<file path="src/ata_pkg.sv">
package ata_pkg;

	localparam logic [63:0] Q30_HALF = 64'd536870912;
	localparam logic [63:0] COS1     = 64'd1073578288;
	localparam logic [63:0] SIN1     = 64'd18739379;
	localparam int          MAX_DEG  = 89;
	localparam logic [7:0]  RIGHT_DEG = 8'd90;
	localparam int          NUM_CELLS = 7;

	typedef logic [127:0][30:0] tab_t;

	typedef struct packed {
		logic [30:0] a2;
		logic [31:0] b2;
		logic        neg;
		logic [6:0]  deg;
	} ang_t;

	typedef struct packed {
		ang_t pitch;
		ang_t roll;
	} beat_t;

	function automatic tab_t build_tab(input logic want_sin);
		logic [63:0] c;
		logic [63:0] s;
		logic [63:0] nc;
		logic [63:0] ns;
		logic [63:0] c2;
		logic [63:0] s2;
		tab_t t;
		t = '0;
		c = COS1;
		s = SIN1;
		for (int k = 1; k <= MAX_DEG; k++) begin
			if (k > 1) begin
				nc = (c * COS1 - s * SIN1 + Q30_HALF) >> 30;
				ns = (s * COS1 + c * SIN1 + Q30_HALF) >> 30;
				c = nc;
				s = ns;
			end
			c2 = (c * c + Q30_HALF) >> 30;
			s2 = (s * s + Q30_HALF) >> 30;
			if (k == 45) begin
				c2 = Q30_HALF;
				s2 = Q30_HALF;
			end
			t[k] = want_sin ? s2[30:0] : c2[30:0];
		end
		return t;
	endfunction

	localparam tab_t COS2_TAB = build_tab(1'b0);
	localparam tab_t SIN2_TAB = build_tab(1'b1);

endpackage

</file>
<file path="src/ata_prep.sv">
module ata_prep (
	input  logic              clk,
	input  logic              arst_n,
	input  logic              vin,
	output logic              rdy,
	input  logic [7:0]        x_low_byte,
	input  logic [7:0]        x_high_byte,
	input  logic [7:0]        y_low_byte,
	input  logic [7:0]        y_high_byte,
	input  logic [7:0]        z_low_byte,
	input  logic [7:0]        z_high_byte,
	output logic              vout,
	output ata_pkg::beat_t    dout,
	input  logic              ready_nxt
);

	logic [15:0] xr, yr, zr, xm, ym, zm;
	logic [31:0] xx, yy, zz;
	logic        v_q;
	ata_pkg::beat_t d_s1;

	assign xr = {x_high_byte, x_low_byte};
	assign yr = {y_high_byte, y_low_byte};
	assign zr = {z_high_byte, z_low_byte};
	assign xm = xr[15] ? (~xr + 16'd1) : xr;
	assign ym = yr[15] ? (~yr + 16'd1) : yr;
	assign zm = zr[15] ? (~zr + 16'd1) : zr;
	assign xx = xm * xm;
	assign yy = ym * ym;
	assign zz = zm * zm;

	assign rdy = !v_q || ready_nxt;

	always_ff @(posedge clk or negedge arst_n) begin
		if (!arst_n) begin
			v_q <= 1'b0;
		end else if (rdy) begin
			v_q <= vin;
		end
	end

	always_ff @(posedge clk) begin
		if (rdy && vin) begin
			d_s1.pitch.a2  <= yy[30:0];
			d_s1.pitch.b2  <= xx + zz;
			d_s1.pitch.neg <= yr[15];
			d_s1.pitch.deg <= '0;
			d_s1.roll.a2   <= xx[30:0];
			d_s1.roll.b2   <= yy + zz;
			d_s1.roll.neg  <= xr[15];
			d_s1.roll.deg  <= '0;
		end
	end

	assign vout = v_q;
	assign dout = d_s1;

endmodule

</file>
<file path="config.mk">
export PLATFORM = sky130hd
export DESIGN_NAME = ata_prep
export DESIGN_NICKNAME = d
export VERILOG_FILES = /design/src/ata_pkg.sv /design/src/ata_prep.sv
export SDC_FILE = /design/constraint.sdc
export NUM_CORES = 2
export LEC_CHECK = 0
export ABC_AREA = 1
export BUFFER_PORTS_ARGS = -buffer_cell sky130_fd_sc_hd__buf_2
export CORE_AREA = 2 2 264 266
export DETAILED_ROUTE_END_ITERATION = 10
export DIE_AREA = 0 0 266 268
export MAX_ROUTING_LAYER = met4
export PLACE_DENSITY = 0.66
export RECOVER_POWER = 100
export SYNTH_ARGS = -nofsm -noshare
export SYNTH_HDL_FRONTEND = slang
export SYNTH_SLANG_ARGS = --single-unit
</file>
<file path="constraint.sdc">
create_clock -name clk -period 10.93 [get_ports clk]
set_input_delay 1.6395 -clock clk [delete_from_list [all_inputs] [get_ports clk]]
set_output_delay 1.6395 -clock clk [all_outputs]
set_load 0.05 [all_outputs]
</file>
* Yosys cells after proc, flatten, opt, wreduce, memory -nomap -nowiden
Cells that the tools add are included.
** Word-level totals
- Register bits after elaboration :: 129
- Bits of input ports :: 52
** Cells by class
- Add/sub/neg operators :: 5
- Multiply operators :: 3
- Muxes and demuxes :: 3
- Bitwise logic cells :: 3
- Reductions and logical operators :: 3
** Operator list (number)
- multiplier 16 x 16 -> 32 bit :: 3
- adder 32 bit :: 2
- adder 16 x 1 -> 16 bit (second input constant) :: 3
- two-way mux 16 bit :: 3
- inverter 16 bit :: 3
- logical AND 1 bit :: 1
- logical NOT 1 bit :: 1
- logical OR 1 bit :: 1

* Depth between registers and ports, before layout
- Depth in word-level cells :: 5
- Depth in mapped cells :: 50
- Mapped depth without buffers :: 49

* Worst setup path after synthesis
No wires, ideal clock.
- Kind :: input to register
- From :: input port y_low_byte[0]
- To :: register d_s1 (netlist bit dout[39]) (data pin)
- Data arrival time :: 9.640 ns
- Required time :: 10.678 ns
- Setup slack :: 1.038 ns
- Cell stages on the path :: 43
- Buffers on the path :: 1
- Path through :: inv_2 -> clkbuf_1 -> ha_1 -> inv_1 -> nor3_1 -> inv_1 -> nor3_2 -> a21oi_1 -> xor2_1 -> inv_1 -> nor2_1 -> fa_1 -> fa_1 -> inv_1 -> fa_1 -> inv_1 -> fa_1 -> fa_1 -> (+7 left out) -> nand2_1 -> a31o_2 -> a21oi_1 -> o21ai_0 -> xor2_1 -> ha_1 -> nand2_1 -> nor2_1 -> nand2_1 -> or2_2 -> nand2_1 -> a21oi_1 -> nor2_1 -> nand2_1 -> nand2_1 -> nand2_1 -> nand3_1 -> nand2_1
** On the way
- Cells in the longest elaborated chain, start to end :: 5
** Ends and longest elaborated chain
- start: declaration :: line ata_prep.sv:8 : input logic [7:0] y_low_byte,
- inverter 16 bit :: line ata_prep.sv:26 : assign ym = yr[15] ? (~yr + 16'd1) : yr;
- adder 16 x 1 -> 16 bit :: line ata_prep.sv:26
- two-way mux 16 bit (*) :: line ata_prep.sv:26
- multiplier 16 x 16 -> 32 bit (*) :: line ata_prep.sv:29 : assign yy = ym * ym;
- named net yy[22] :: line ata_prep.sv:18 : logic [31:0] xx, yy, zz;
- adder 32 bit (*) :: line ata_prep.sv:49 : d_s1.roll.b2 <= yy + zz;
- end: declaration :: line ata_prep.sv:20 : ata_pkg::beat_t d_s1;
Mark *: on every way through the listed nets, which the timed path passes. The rest lies on a longest branch.
A chain may end at the register's enable or synchronous reset.

* Worst setup path in the final report
Same ends and word-level chain as after synthesis.

==> results.ini <==
[run_status]
status = finished, violations left
failed_checks = capacitance limit, slew limit

[worst_setup_path]
cp_data_arrival_time_ns = 10.36
slowest_delay_ns = 0.51
crit_required_ns = 11.15
startpoint_type = input port
crit_type = input port to flip-flop
cp_max_fo = 16
crit_top_cell = nand2_1
rr_endpoint = dout[140]$_DFFE_PP_
reg2reg_slack_ns = 4.67
rr_startpoint = vout$_DFFE_PN0N_
rr_worst_depth = 2
end_kind = flip-flop
cp_slowest_cell = fa_1

[layout]
drive_gt1_share_pct = 4.64
multi_input_area_sq_um = 23000
fillers = 6740
nets = 4898
instances_no_fill = 4895
syn_to_final_growth_pct = 8.59
final_cell_mix = inv_1, nand2_1, fa_1
ff_latch_area_sq_um = 3810
final_common_cell = inv_1

[hold_path]
hold_end = vout$_DFFE_PN0N_
hold_start = vout$_DFFE_PN0N_
min_path_cells = 2
hold_path_class = flip-flop to flip-flop

[sta]
hold_violations = 0
timing.final.crit_share_pct = 92.8
period_needed_ns = 10.14
slew_headroom_pct = -146
setup_ws_ns = 0.787
skew_ns = 0.0181
rsz0062_at_grt = no
worst_slew_pin_slew_ns = 3.68
final.setup.tns_ns = 0
finalMaxSlewViolations = 131
setup-violations-final = 0
fmax_mhz = 98.6

[placement]
dp_cells = 4863
port_buffers = 179
routabilityCongestion = 0.976
post-place-ws_ns = 0.417
hpwl_mm = 72.1

[clock_tree]
postCtsHoldBufs = 0
clk_pin_slew_ns = 0.07
cts_tree = yes
cts_setup_buffers = 0
htreeDepth = 4
clock_latency_ns = 0.48
cts.sinks = 127
cts_buffers = 17
root_buffer = clkbuf_16
ctsResizeCount = 0
clk_path_buf_depth = 2

[global_routing]
grt_overflow = 0
grt_max_degree = 61
antenna_found_initial = 1
grt_pass1_vias = 25100
grt_usage_pct = 24.7
grt_pass1_wl_mm = 132

[floorplan]
initial_core_util_pct = 44.7
die-area_sq_um = 71300
num_rows = 96
core_sq_um = 68200
io-pin-count = 196
fp.dieH_um = 268
dieWidth_um = 266

[detailed_routing]
dr_wl_met2_mm = 37.9
vias = 24600
wl_per_cell_um = 16.8
detail-route-antenna-nets = 0
wl_met1_mm = 35.5
drt_iter0_markers = 1689
top_layer = met4
wirelength_mm = 82.4
avgViaCountPerCell = 5.03
drc = 0
wl_met3_mm = 6.31
first_pass_iters = 7

[logic_synthesis]
syn_avg_cell_area_sq_um = 8.10
synth_warnings = 0
syn-cell-area_sq_um = 30500
yosysUniqueCellTypes = 54
ys_seq_area_share_pct = 12.5
ys_ff_latch = 127
syn-instance-count = 3763

[run]
cap_violations = 3

## worst max-delay path by stage
stage / from / endpoint / slack (ns) / depth (start not counted)
global placement: x_low_byte[0] / dout[110]$_DFFE_PP_ / 0.59 / 37
global route: y_low_byte[0] / dout[39]$_DFFE_PP_ / 0.06 / 44
floorplan: y_low_byte[0] / dout[39]$_DFFE_PP_ / 1.04 / 43
CTS: y_low_byte[0] / dout[39]$_DFFE_PP_ / 0.91 / 45
finish: y_low_byte[0] / dout[39]$_DFFE_PP_ / 0.79 / 45
detailed placement: y_low_byte[0] / dout[39]$_DFFE_PP_ / 0.42 / 45
## layer usage
metal	track usage [%]	up-vias
met3	4.76	119
met1	32.0	11800
met4	7.97	0
met5	-	-
met2	39.3	762
li1	-	11900
## registers in the layout (all words and copies together), names as in the netlist
signal  count
dout      126
vout        1
## cell usage after synthesis (all sizes together)
cell type / count / share of area, %
inv: 945 / 12
nand2: 790 / 9.9
fa: 487 / 32
ha: 359 / 15
nor2: 338 / 4.3
a21oi: 137 / 2.2
edfxtp: 126 / 12
nand3: 97 / 1.7
xor2: 94 / 2.7
o21ai: 76 / 1.3
xnor2: 57 / 1.7
nand4: 41 / 0.86
nor3: 35 / 0.66
a31oi: 26 / 0.53
clkbuf: 25 / 0.31
buf: 22 / 0.49
nand3b: 16 / 0.41
o21bai: 14 / 0.36
or2: 14 / 0.29
a21o: 13 / 0.32
clkinv: 11 / 0.14
nor4: 8 / 0.23
o211ai: 7 / 0.17
and2: 6 / 0.13
a31o: 5 / 0.14
o21a: 3 / 0.074
conb: 2 / 0.025
o221ai: 2 / 0.057
or3: 2 / 0.041
a211o: 1 / 0.029
a211oi: 1 / 0.025
dfrtp: 1 / 0.082
nor4b: 1 / 0.029
o31ai: 1 / 0.025
## cell families (layout without fill, tap and decap cells)
| kind of cell | Yosys count | in the layout | share of synthesized area [%] |
|---|---|---|---|
| flip-flops | 127 | 127 | 12.5 |
| adder cells (fa/ha/maj) | 846 | 846 | 46.7 |
| AO/OA/AOI/OAI | 286 | 286 | 5.24 |
| AND/OR/NAND/NOR | 1348 | 1348 | 18.6 |
| other | 2 | 50 | 0.0246 |
| XOR/XNOR | 151 | 151 | 4.39 |
| buffers and inverters | 1003 | 1205 | 12.6 |
## layout make-up
cell class	instances	area share (%)
Antenna cell	1	0.00756
Clock buffer	19	1.31
Clock inverter	12	0.484
Inverter	956	10.8
Multi-Input combinational cell	2680	69.5
Sequential cell	127	11.5
Tap cell	882	3.33
Timing Repair Buffer	218	3.05
## metrics by stage
stage	hold slack (ns)	area, sq um	util, %
after floorplan	1.13	30700	-
after global placement	0.563	32700	48.0
after detailed placement	0.582	32700	48.0
after CTS	0.600	33300	48.8
after global routing	0.555	33100	48.5
final	0.533	33100	48.5
## worst max-delay path, delay by kind of cell
kind | cells | cell delay (ns)
XOR/XNOR | 1 | 0.22
AND/OR/NAND/NOR | 20 | 2.86
adder cells (fa/ha/maj) | 8 | 3.49
buffers and inverters | 10 | 1.12
AO/OA/AOI/OAI | 6 | 1.02
Power is left out: the tool's default activity adds up to more than one toggle a clock period on the data nets, which glitch-free logic cannot reach.
